### src/hw/rtl/alu8_add_sub_booth_mul_restoring_div_assert.svh
// Assertion macros for the 8-bit ALU pipeline.
// Each macro expects clk and arst_n to be visible where it is used.
`ifndef ALU8_ADD_SUB_BOOTH_MUL_RESTORING_DIV_ASSERT_SVH
`define ALU8_ADD_SUB_BOOTH_MUL_RESTORING_DIV_ASSERT_SVH

// Same-cycle implication.
`define ALU8_ASSERT_NOW(lbl, ante, cons) \
	lbl: assert property (@(posedge clk) disable iff (!arst_n) (ante) |-> (cons)) \
		else $error("alu8 assertion failed");

// Next-cycle implication.
`define ALU8_ASSERT_NEXT(lbl, ante, cons) \
	lbl: assert property (@(posedge clk) disable iff (!arst_n) (ante) |=> (cons)) \
		else $error("alu8 assertion failed");

`endif

### src/hw/rtl/alu8_pkg.sv
// Shared types and codes for the 8-bit ALU pipeline.
// No dependencies.
package alu8_pkg;

	localparam int DataW = 8;
	localparam int OpW   = 2;

	localparam logic [OpW-1:0] OP_ADD = 2'd0;
	localparam logic [OpW-1:0] OP_SUB = 2'd1;
	localparam logic [OpW-1:0] OP_MUL = 2'd2;
	localparam logic [OpW-1:0] OP_DIV = 2'd3;

	// Work word handed from cell to cell.
	typedef struct packed {
		logic [OpW-1:0]   op;
		logic [DataW-1:0] a;       // Booth A, divide remainder, or add/sub result
		logic [DataW-1:0] q;       // multiplier / quotient register
		logic             qm1;     // Booth Q-1 bit
		logic [DataW-1:0] m;       // multiplicand or divisor magnitude
		logic             skip;    // add, subtract or divide by zero: cells pass through
		logic             neg_dvd;
		logic             neg_dvs;
		logic             ovf;
	} stage_t;

endpackage

### src/hw/rtl/alu8_pre.sv
// Front stage: decodes one input beat into the cell work word.
// Depends on alu8_pkg.
module alu8_pre (
	input  logic                  clk,
	input  logic                  arst_n,
	input  logic                  en,
	input  logic                  in_valid,
	input  logic [alu8_pkg::OpW-1:0]   opcode,
	input  logic [alu8_pkg::DataW-1:0] operand_a,
	input  logic [alu8_pkg::DataW-1:0] operand_b,
	output logic                  out_valid,
	output alu8_pkg::stage_t      out_stage
);

	logic             valid_q;
	alu8_pkg::stage_t stage_q;
	alu8_pkg::stage_t nxt;
	logic [alu8_pkg::DataW:0]   sum9;
	logic [alu8_pkg::DataW:0]   dif9;
	logic [alu8_pkg::DataW-1:0] a_mag;
	logic [alu8_pkg::DataW-1:0] b_mag;

	always_comb begin
		sum9  = {operand_a[7], operand_a} + {operand_b[7], operand_b};
		dif9  = {operand_a[7], operand_a} - {operand_b[7], operand_b};
		a_mag = operand_a[7] ? (8'd0 - operand_a) : operand_a;
		b_mag = operand_b[7] ? (8'd0 - operand_b) : operand_b;

		nxt         = '0;
		nxt.op      = opcode;
		unique case (opcode)
			alu8_pkg::OP_ADD: begin
				nxt.a    = sum9[7:0];
				nxt.ovf  = sum9[8] ^ sum9[7];
				nxt.skip = 1'b1;
			end
			alu8_pkg::OP_SUB: begin
				nxt.a    = dif9[7:0];
				nxt.ovf  = dif9[8] ^ dif9[7];
				nxt.skip = 1'b1;
			end
			alu8_pkg::OP_MUL: begin
				nxt.q = operand_a;
				nxt.m = operand_b;
			end
			default: begin
				nxt.neg_dvd = operand_a[7];
				nxt.neg_dvs = operand_b[7];
				nxt.m       = b_mag;
				if (b_mag == 8'd0) begin
					nxt.skip = 1'b1;
					nxt.a    = a_mag;
					nxt.q    = 8'd1;
				end else begin
					nxt.q    = a_mag;
				end
			end
		endcase
	end

	always_ff @(posedge clk or negedge arst_n) begin
		if (!arst_n) begin
			valid_q <= 1'b0;
		end else if (en) begin
			valid_q <= in_valid;
		end
	end

	always_ff @(posedge clk) begin
		if (en) begin
			stage_q <= nxt;
		end
	end

	assign out_valid = valid_q;
	assign out_stage = stage_q;

endmodule

### src/hw/rtl/alu8_cell.sv
// One step cell: a Booth step or a restoring divide step per cycle while en is high, or a pass-through on skip.
// Depends on alu8_pkg.
module alu8_cell (
	input  logic             clk,
	input  logic             arst_n,
	input  logic             en,
	input  logic             in_valid,
	input  alu8_pkg::stage_t in_stage,
	output logic             out_valid,
	output alu8_pkg::stage_t out_stage
);

	logic             valid_q;
	alu8_pkg::stage_t stage_q;
	alu8_pkg::stage_t nxt;
	logic [alu8_pkg::DataW-1:0] booth_a;
	logic [alu8_pkg::DataW-1:0] div_a;
	logic [alu8_pkg::DataW-1:0] div_d;

	always_comb begin
		nxt = in_stage;

		// Booth: add or subtract the multiplicand, then arithmetic shift A:Q.
		if (in_stage.q[0] && !in_stage.qm1) begin
			booth_a = in_stage.a - in_stage.m;
		end else if (!in_stage.q[0] && in_stage.qm1) begin
			booth_a = in_stage.a + in_stage.m;
		end else begin
			booth_a = in_stage.a;
		end

		// Restoring divide: shift A:Q left, trial subtract, keep on non-negative.
		div_a = {in_stage.a[6:0], in_stage.q[7]};
		div_d = div_a - in_stage.m;

		if (!in_stage.skip) begin
			if (in_stage.op == alu8_pkg::OP_MUL) begin
				nxt.qm1 = in_stage.q[0];
				nxt.q   = {booth_a[0], in_stage.q[7:1]};
				nxt.a   = {booth_a[7], booth_a[7:1]};
			end else begin
				nxt.q = {in_stage.q[6:0], ~div_d[7]};
				nxt.a = div_d[7] ? div_a : div_d;
			end
		end
	end

	always_ff @(posedge clk or negedge arst_n) begin
		if (!arst_n) begin
			valid_q <= 1'b0;
		end else if (en) begin
			valid_q <= in_valid;
		end
	end

	always_ff @(posedge clk) begin
		if (en) begin
			stage_q <= nxt;
		end
	end

	assign out_valid = valid_q;
	assign out_stage = stage_q;

endmodule

### src/hw/rtl/alu8_post.sv
// Back stage: divide sign fixes and the output register.
// Depends on alu8_pkg.
module alu8_post (
	input  logic             clk,
	input  logic             arst_n,
	input  logic             en,
	input  logic             in_valid,
	input  alu8_pkg::stage_t in_stage,
	output logic             out_valid,
	output logic [23:0]      out_tdata
);

	logic       valid_q;
	logic [7:0] acc_q;
	logic [7:0] aux_q;
	logic       ovf_q;
	logic [7:0] acc_d;
	logic [7:0] aux_d;

	always_comb begin
		acc_d = in_stage.a;
		aux_d = in_stage.q;
		if (in_stage.op == alu8_pkg::OP_DIV) begin
			if (in_stage.neg_dvd) begin
				acc_d = 8'd0 - in_stage.a;
			end
			if (in_stage.neg_dvd ^ in_stage.neg_dvs) begin
				aux_d = 8'd0 - in_stage.q;
			end
		end
	end

	always_ff @(posedge clk or negedge arst_n) begin
		if (!arst_n) begin
			valid_q <= 1'b0;
		end else if (en) begin
			valid_q <= in_valid;
		end
	end

	always_ff @(posedge clk) begin
		if (en) begin
			acc_q <= acc_d;
			aux_q <= aux_d;
			ovf_q <= in_stage.ovf;
		end
	end

	assign out_valid = valid_q;
	assign out_tdata = {7'd0, ovf_q, aux_q, acc_q};

endmodule

### src/hw/rtl/alu8_add_sub_booth_mul_restoring_div.sv
// 8-bit signed ALU: add, subtract, Booth multiply, restoring divide.
// Depends on alu8_pkg, alu8_pre, alu8_cell, alu8_post and the assert header.
//
// One operation per beat, accepted every cycle unless the output stalls;
// each result passes the decode stage, eight step cells and the output
// register in turn, one Booth or shift-subtract step in each step cell.
// The whole pipe holds while a result waits on m_axis_tready, empty stages
// included, so no beat is lost or repeated.
// Input tdata: [1:0] opcode, [9:2] operand_a, [17:10] operand_b.
// Output tdata: [7:0] acc_out, [15:8] aux_out, [16] overflow.
`include "alu8_add_sub_booth_mul_restoring_div_assert.svh"

module alu8_add_sub_booth_mul_restoring_div (
	input  logic        clk,
	input  logic        arst_n,
	input  logic        s_axis_tvalid,
	output logic        s_axis_tready,
	input  logic [23:0] s_axis_tdata,   // opcode, operand_a, operand_b
	output logic        m_axis_tvalid,
	input  logic        m_axis_tready,
	output logic [23:0] m_axis_tdata    // acc_out, aux_out, overflow
);

	localparam int Cells = 8;

	logic             en;
	logic             cell_valid [0:Cells];
	alu8_pkg::stage_t cell_stage [0:Cells];

	// Advance whenever the output slot is free or being taken.
	assign en            = !m_axis_tvalid || m_axis_tready;
	assign s_axis_tready = en;

	alu8_pre u_pre (
		.clk       (clk),
		.arst_n    (arst_n),
		.en        (en),
		.in_valid  (s_axis_tvalid),
		.opcode    (s_axis_tdata[1:0]),
		.operand_a (s_axis_tdata[9:2]),
		.operand_b (s_axis_tdata[17:10]),
		.out_valid (cell_valid[0]),
		.out_stage (cell_stage[0])
	);

	for (genvar i = 0; i < Cells; i++) begin : g_cell
		alu8_cell u_cell (
			.clk       (clk),
			.arst_n    (arst_n),
			.en        (en),
			.in_valid  (cell_valid[i]),
			.in_stage  (cell_stage[i]),
			.out_valid (cell_valid[i+1]),
			.out_stage (cell_stage[i+1])
		);
	end

	alu8_post u_post (
		.clk       (clk),
		.arst_n    (arst_n),
		.en        (en),
		.in_valid  (cell_valid[Cells]),
		.in_stage  (cell_stage[Cells]),
		.out_valid (m_axis_tvalid),
		.out_tdata (m_axis_tdata)
	);

	`ALU8_ASSERT_NEXT(a_accept_fills_pre, s_axis_tvalid && s_axis_tready, cell_valid[0])
	`ALU8_ASSERT_NEXT(a_addsub_aux_zero,
		en && cell_valid[Cells] && (cell_stage[Cells].op == alu8_pkg::OP_ADD ||
		cell_stage[Cells].op == alu8_pkg::OP_SUB),
		m_axis_tdata[15:8] == 8'd0)
	`ALU8_ASSERT_NEXT(a_div_zero_quotient,
		en && cell_valid[Cells] && cell_stage[Cells].op == alu8_pkg::OP_DIV &&
		cell_stage[Cells].m == 8'd0,
		m_axis_tdata[15:8] == 8'h01 || m_axis_tdata[15:8] == 8'hFF)
	`ALU8_ASSERT_NEXT(a_mul_no_ovf,
		en && cell_valid[Cells] && (cell_stage[Cells].op == alu8_pkg::OP_MUL ||
		cell_stage[Cells].op == alu8_pkg::OP_DIV),
		!m_axis_tdata[16])

endmodule
### config.mk
export PLATFORM = sky130hd
export DESIGN_NAME = alu8_add_sub_booth_mul_restoring_div
export DESIGN_NICKNAME = d
export VERILOG_FILES = /design/src/hw/rtl/alu8_pkg.sv /design/src/hw/rtl/alu8_pre.sv /design/src/hw/rtl/alu8_cell.sv /design/src/hw/rtl/alu8_post.sv /design/src/hw/rtl/alu8_add_sub_booth_mul_restoring_div.sv
export VERILOG_INCLUDE_DIRS = /design/src /design/src/hw/rtl
export SDC_FILE = /design/constraint.sdc
export NUM_CORES = 1
export LEC_CHECK = 0
export ABC_AREA = 1
export BUFFER_PORTS_ARGS = -buffer_cell sky130_fd_sc_hd__clkbuf_2
export CAP_MARGIN = 20
export CELL_PAD_IN_SITES_DETAIL_PLACEMENT = 1
export CELL_PAD_IN_SITES_GLOBAL_PLACEMENT = 1
export CORE_MARGIN = 2
export CORE_UTILIZATION = 40
export DETAILED_ROUTE_END_ITERATION = 12
export GPL_ROUTABILITY_DRIVEN = 1
export HOLD_SLACK_MARGIN = 0.05
export PLACE_DENSITY_LB_ADDON = 0.08
export SETUP_SLACK_MARGIN = 0.2
export SLEW_MARGIN = 10
export SYNTH_ARGS = -nofsm -noshare
export SYNTH_HDL_FRONTEND = slang
export SYNTH_HIERARCHICAL = 1
export SYNTH_SLANG_ARGS = --single-unit
### constraint.sdc
create_clock -name clk -period 7.95 [get_ports clk]
set_input_delay 0.795 -clock clk [delete_from_list [all_inputs] [get_ports clk]]
set_output_delay 0.795 -clock clk [all_outputs]
set_load 0.01 [all_outputs]
==> flow_metrics.env, run 1 <==
export IMPL_crit_chain="nand2_8, clkbuf_2"
export IMPL_drt_total_wl_mm=66.1
export IMPL_via_per_inst=5.28
export IMPL_fillers=7076
export IMPL_fmax_mhz=372
export IMPL_syn_avg_cell_area_um2=8.07
export IMPL_postCtsSetupBuffers=0
export IMPL_cts_reportedPaths_clkPinSlew_ns=0.05
export IMPL_drtIter0Drc=1001
export IMPL_hold_viol=0
export IMPL_grt_overflow_total=0
export IMPL_ff2ff_setup_slack_ns=5.44
export IMPL_die_area_um2=60700
export IMPL_vias=19706
export IMPL_crit_path_start_kind="register"
export IMPL_cts_inserted_buffers=37
export IMPL_drive_above_1_share_pct=8.88
export IMPL_rsz0062_at_grt="no"
export IMPL_critical_path_class="reg -> out"
export IMPL_final_util_pct=44.1
export IMPL_fin_tns_setup_ns=0
export IMPL_ioPinCount=54
export IMPL_critical_path_top_delay_family="simple AND/OR/NAND/NOR gates"
export IMPL_slew_headroom_pct=19.0
export IMPL_routabilityCongestion=0.865
export IMPL_placementRows=88
export IMPL_syn_area_um2=23500
export IMPL_initial_core_util_pct=40.6
export IMPL_grt_usage_pct=21.9
export IMPL_worstReg2RegEnd="g_cell[0].u_cell/out_stage[25]"
export IMPL_multiInputGateArea_um2=12400
export IMPL_drt_first_pass_iters=5
export IMPL_cts_tree="yes"
export IMPL_setup_worst_path_end_class="output pin"
export IMPL_core_um2=57900
export IMPL_cts_hold_buffers_added=0
export IMPL_cts_sinks=295
export IMPL_detail_route_wl_per_cell_um=17.7
export IMPL_outcome="completed"
export IMPL_ant_nets=0
export IMPL_cpMaxStageDelayCell="nand2_8"
export IMPL_yosys_warnings=6
export IMPL_grt_max_degree=200
export IMPL_cts_root_buf="clkbuf_16"
export IMPL_dp_hpwl_mm=52.4
export IMPL_seq_area_um2=8810
export IMPL_whs_ns=0.0913
export IMPL_first_global_vias=20715
export IMPL_setup_violations=0
export IMPL_tightest_slew_ns=1.22
export IMPL_die_w_um=246
export IMPL_worst_clock_skew_ns=0.0208
export IMPL_die_h_um=246
export IMPL_portBuffers=40
export IMPL_cts_max_level=2
export IMPL_cts_path_max_buffers=3
export IMPL_grt_first_pass_wirelength_mm=107
export IMPL_finalNetCount=3178
export IMPL_area_growth_pct=8.53
export IMPL_hold_path_class="in -> async"
export IMPL_crit_required_ns=7.15
export IMPL_period_minus_slack_ns=2.69
export IMPL_cap_violations=0
export IMPL_crit_arrival_ns=1.89
export IMPL_cp_num_buf_inv=1
export IMPL_ff2ff_path_depth=10
export IMPL_netlist_instances=2915
export IMPL_route_detailed_drc=0
export IMPL_cpPeakStageDelay_ns=0.56
export IMPL_slew_violations=0
export IMPL_fin_crit_sh_pct=33.8
export IMPL_clk_latency_ns=0.56
export IMPL_antenna_found_initial=3
export IMPL_crit_fanout=98
export IMPL_r2r_start="u_pre/out_stage[8]"
export IMPL_ctsResizeCount=0
==> how the worst max path moves through the flow <==
stage | start | cells past startpoint | endpoint | slack, ns
2_1_floorplan | m_axis_tready | 2 | s_axis_tready | 2.81
3_3_place_gp | m_axis_tready | 4 | u_post/ovf_q | 5.12
3_5_place_dp | m_axis_tready | 4 | g_cell[2].u_cell/out_stage[10] | 5.05
4_1_cts | u_post/out_valid | 2 | s_axis_tready | 5.20
5_1_grt | u_post/out_valid | 2 | s_axis_tready | 5.14
6_report | u_post/out_valid | 2 | s_axis_tready | 5.26
==> stage by stage <==
step / setup WS [ns] / std cells / cell area, µm²
2_1_floorplan: 2.81 / 2921 / 23500
3_3_place_gp: 5.12 / 3659 / 24300
3_5_place_dp: 5.05 / 3659 / 24300
4_1_cts: 5.20 / 3725 / 25500
5_1_grt: 5.14 / 3729 / 25500
6_report: 5.26 / 3729 / 25500
==> worst reg2reg max path, stage by stage, from the launching register on <==
cell and delay, ns:
edfxtp_1 0.54, inv_1 0.11, ha_1 0.38, nand2_1 0.13, a21oi_1 0.07, nor2_1 0.15, nand3_2 0.16, nand2_2 0.27
nand2_1 0.08, nand3_1 0.13, nand3_1 0.19
==> sequential cells by signal, summed over array words and instances (netlist names) <==
register,flops
u_post/ovf_q,1
u_pre/out_stage,30
g_cell.u_cell/out_stage,238
u_post/aux_q,8
u_post/out_valid,1
g_cell.u_cell/out_valid,8
u_pre/out_valid,1
u_post/acc_q,8
==> cell usage in the layout, fill, tap and decap left out, types with 21 or more instances in the layout <==
master,instances
nor2_1,148
nand4_1,60
o21ai_1,34
edfxtp_1,285
xor2_1,52
clkbuf_2,40
nand2_1,703
nand2_2,40
o21ai_0,112
nand3_1,285
ha_1,188
inv_1,483
a21oi_2,25
a21oi_1,110
fa_1,26
clkbuf_16,37
a22oi_1,71
o211ai_1,21
==> cell type report <==
type	count	area share, %
sequential	295	34.5
antenna	1	0.00981
timing repair buffer	44	0.966
inverter	498	7.33
multi-input combinational	2060	48.8
clock buffer	42	3.78
clock inverter	24	0.888
tap	765	3.75
==> routing by layer <==
layer	global-route usage, %	vias up	wire length (µm)
li1	-	9769	-
met1	27.5	9551	29600
met2	38.3	249	32300
met3	2.97	133	1780
met4	8.31	4	2300
met5	0	-	27
Power of run 1 is left out: the tool's default activity adds up to more than one toggle a clock period on the data nets, which glitch-free logic cannot reach.
==> run 2, diff against run 1 <==
--- a/config.mk
+++ b/config.mk
@@ -6,7 +6,7 @@
 export SDC_FILE = /design/constraint.sdc
 export NUM_CORES = 1
 export LEC_CHECK = 0
-export ABC_AREA = 1
+export ABC_AREA = 0
 export BUFFER_PORTS_ARGS = -buffer_cell sky130_fd_sc_hd__clkbuf_2
 export CAP_MARGIN = 20
 export CELL_PAD_IN_SITES_DETAIL_PLACEMENT = 1
==> constraint.sdc (replaced) <==
create_clock -name clk -period 2.47 [get_ports clk]
set_input_delay 0.247 -clock clk [delete_from_list [all_inputs] [get_ports clk]]
set_output_delay 0.247 -clock clk [all_outputs]
set_load 0.01 [all_outputs]
==> flow_metrics.env, run 2 <==
export IMPL_fin_crit_sh_pct=107
export IMPL_crit_arrival_ns=2.96
export IMPL_antenna_found_initial=0
export IMPL_ff2ff_path_depth=10
export IMPL_r2r_start="g_cell[6].u_cell/out_stage[6]"
export IMPL_multiInputGateArea_um2=16100
export IMPL_outcome="finished with violations"
export IMPL_cts_max_level=2
export IMPL_antenna_cells=0
export IMPL_final_common_cell="buf_4"
export IMPL_grt_first_pass_wirelength_mm=119
export IMPL_hold_path_class="in -> async"
export IMPL_yosys_warnings=6
export IMPL_placementRows=88
export IMPL_worstReg2RegEnd="g_cell[7].u_cell/out_stage[25]"
export IMPL_cts_root_buf="clkbuf_16"
export IMPL_final_cell_count_no_fill=3571
export IMPL_ioPinCount=54
export IMPL_clk_latency_ns=0.57
export IMPL_cts_reportedPaths_clkPinSlew_ns=0.07
export IMPL_largest_reg_flops=238
export IMPL_fmax_mhz=379
export IMPL_grt_max_degree=117
export IMPL_fillers=6201
export IMPL_first_global_vias=21673
export IMPL_grt_usage_pct=24.6
export IMPL_layout_cells_most_common_list="372 x buf_4, 285 x edfxtp_1, 180 x nand2_1"
export IMPL_die_w_um=246
export IMPL_slew_violations=0
export IMPL_crit_fanout=3
export IMPL_seq_area_um2=8810
export IMPL_grt_overflow_total=0
export IMPL_netlist_instances=2346
export IMPL_drive_above_1_share_pct=38.6
export IMPL_tightest_slew_ns=0.813
export IMPL_setup_violations=18
export IMPL_period_minus_slack_ns=2.64
export IMPL_portBuffers=40
export IMPL_syn_area_um2=23400
export IMPL_worst_clock_skew_ns=0.0233
export IMPL_cts_inserted_buffers=38
export IMPL_rsz0062_at_grt="yes"
export IMPL_ant_nets=0
export IMPL_drt_first_pass_iters=5
export IMPL_via_per_inst=5.71
export IMPL_area_growth_pct=35.6
export IMPL_route_detailed_drc=0
export IMPL_crit_required_ns=2.79
export IMPL_die_area_um2=60500
export IMPL_cts_path_max_buffers=3
export IMPL_hold_viol=0
export IMPL_cts_sinks=295
export IMPL_drtIter0Drc=1056
export IMPL_crit_path_start_kind="register"
export IMPL_violations="negative setup slack"
export IMPL_initial_core_util_pct=40.5
export IMPL_cts_tree="yes"
export IMPL_ff2ff_setup_slack_ns=-0.17
export IMPL_core_um2=57800
export IMPL_dp_hpwl_mm=55.2
export IMPL_syn_avg_cell_area_um2=9.98
export IMPL_vias=20376
export IMPL_detail_route_wl_per_cell_um=21.6
export IMPL_die_h_um=246
export IMPL_setup_worst_path_end_class="register"
export IMPL_cap_violations=0
export IMPL_slew_headroom_pct=45.8
export IMPL_routabilityCongestion=0.916
export IMPL_placedCellCount=3368
export IMPL_critical_path_class="reg -> reg"
export IMPL_drt_total_wl_mm=77.0
export IMPL_finalNetCount=3020
export IMPL_finalWorstSetupSlack_ns=-0.172
[run 2: how the worst max path moves through the flow]
stage / start / endpoint / slack, ns
2_1_floorplan: u_post/out_valid / g_cell[0].u_cell/out_valid / -0.62
3_3_place_gp: g_cell[0].u_cell/out_stage[5] / g_cell[1].u_cell/out_stage[25] / -0.24
3_5_place_dp: g_cell[0].u_cell/out_stage[5] / g_cell[1].u_cell/out_stage[25] / -0.30
4_1_cts: g_cell[6].u_cell/out_stage[6] / g_cell[7].u_cell/out_stage[25] / -0.16
5_1_grt: g_cell[6].u_cell/out_stage[6] / g_cell[7].u_cell/out_stage[25] / -0.25
6_report: g_cell[6].u_cell/out_stage[6] / g_cell[7].u_cell/out_stage[25] / -0.17
[run 2: routing by layer]
| metal | track usage, % | vias to the layer above | part of all wire (%) |
|---|---|---|---|
| li1 | - | 9645 | - |
| met1 | 31.6 | 10226 | 44 |
| met2 | 43.8 | 371 | 51 |
| met3 | 2.30 | 134 | 2.8 |
| met4 | 6.77 | 0 | 2.6 |
| met5 | 0 | - | 0 |
[run 2: area by class of cell]
cell class	instances	area share, %
flip-flops and latches	295	27.8
well taps	765	3.02
multi-input cells	1757	50.6
repair buffers	496	12.5
clock inverters	20	0.544
inverters	190	2.28
clock buffers	48	3.31
[run 2: worst max-delay path, stage by stage (launching register included)]
cell	delay, ns
edfxtp_1	0.44
inv_2	0.09
ha_4	0.27
o211a_1	0.14
o31ai_2	0.06
buf_4	0.16
a32o_2	0.24
nor2_4	0.17
xor2_4	0.19
mux2_4	0.32
a221o_1	0.31
[run 2: timing repair]
item,CTS,global route
endpoints found under the hold margin,12,0
setup buffers,98,34
hold buffers,3,0
pin swaps,208,186
resized for setup,368,247
endpoints found under the setup margin,71,72
[run 2: through the flow]
step                worst slack [ns]  hold WS (ns)  util [%]  TNS, ns  instance area [µm²]
finish                        -0.172        0.0866      54.9   -0.953                31700
global route                  -0.247        0.0916      54.9    -3.14                31700
CTS                           -0.158        0.0678      52.4   -0.834                30300
detailed placement            -0.295         0.131      46.0    -2.11                26600
global placement              -0.243         0.117      46.0    -1.02                26600
floorplan                     -0.620       -0.0486         -  -141.94                23600
Power of run 2 is left out for the same reason.
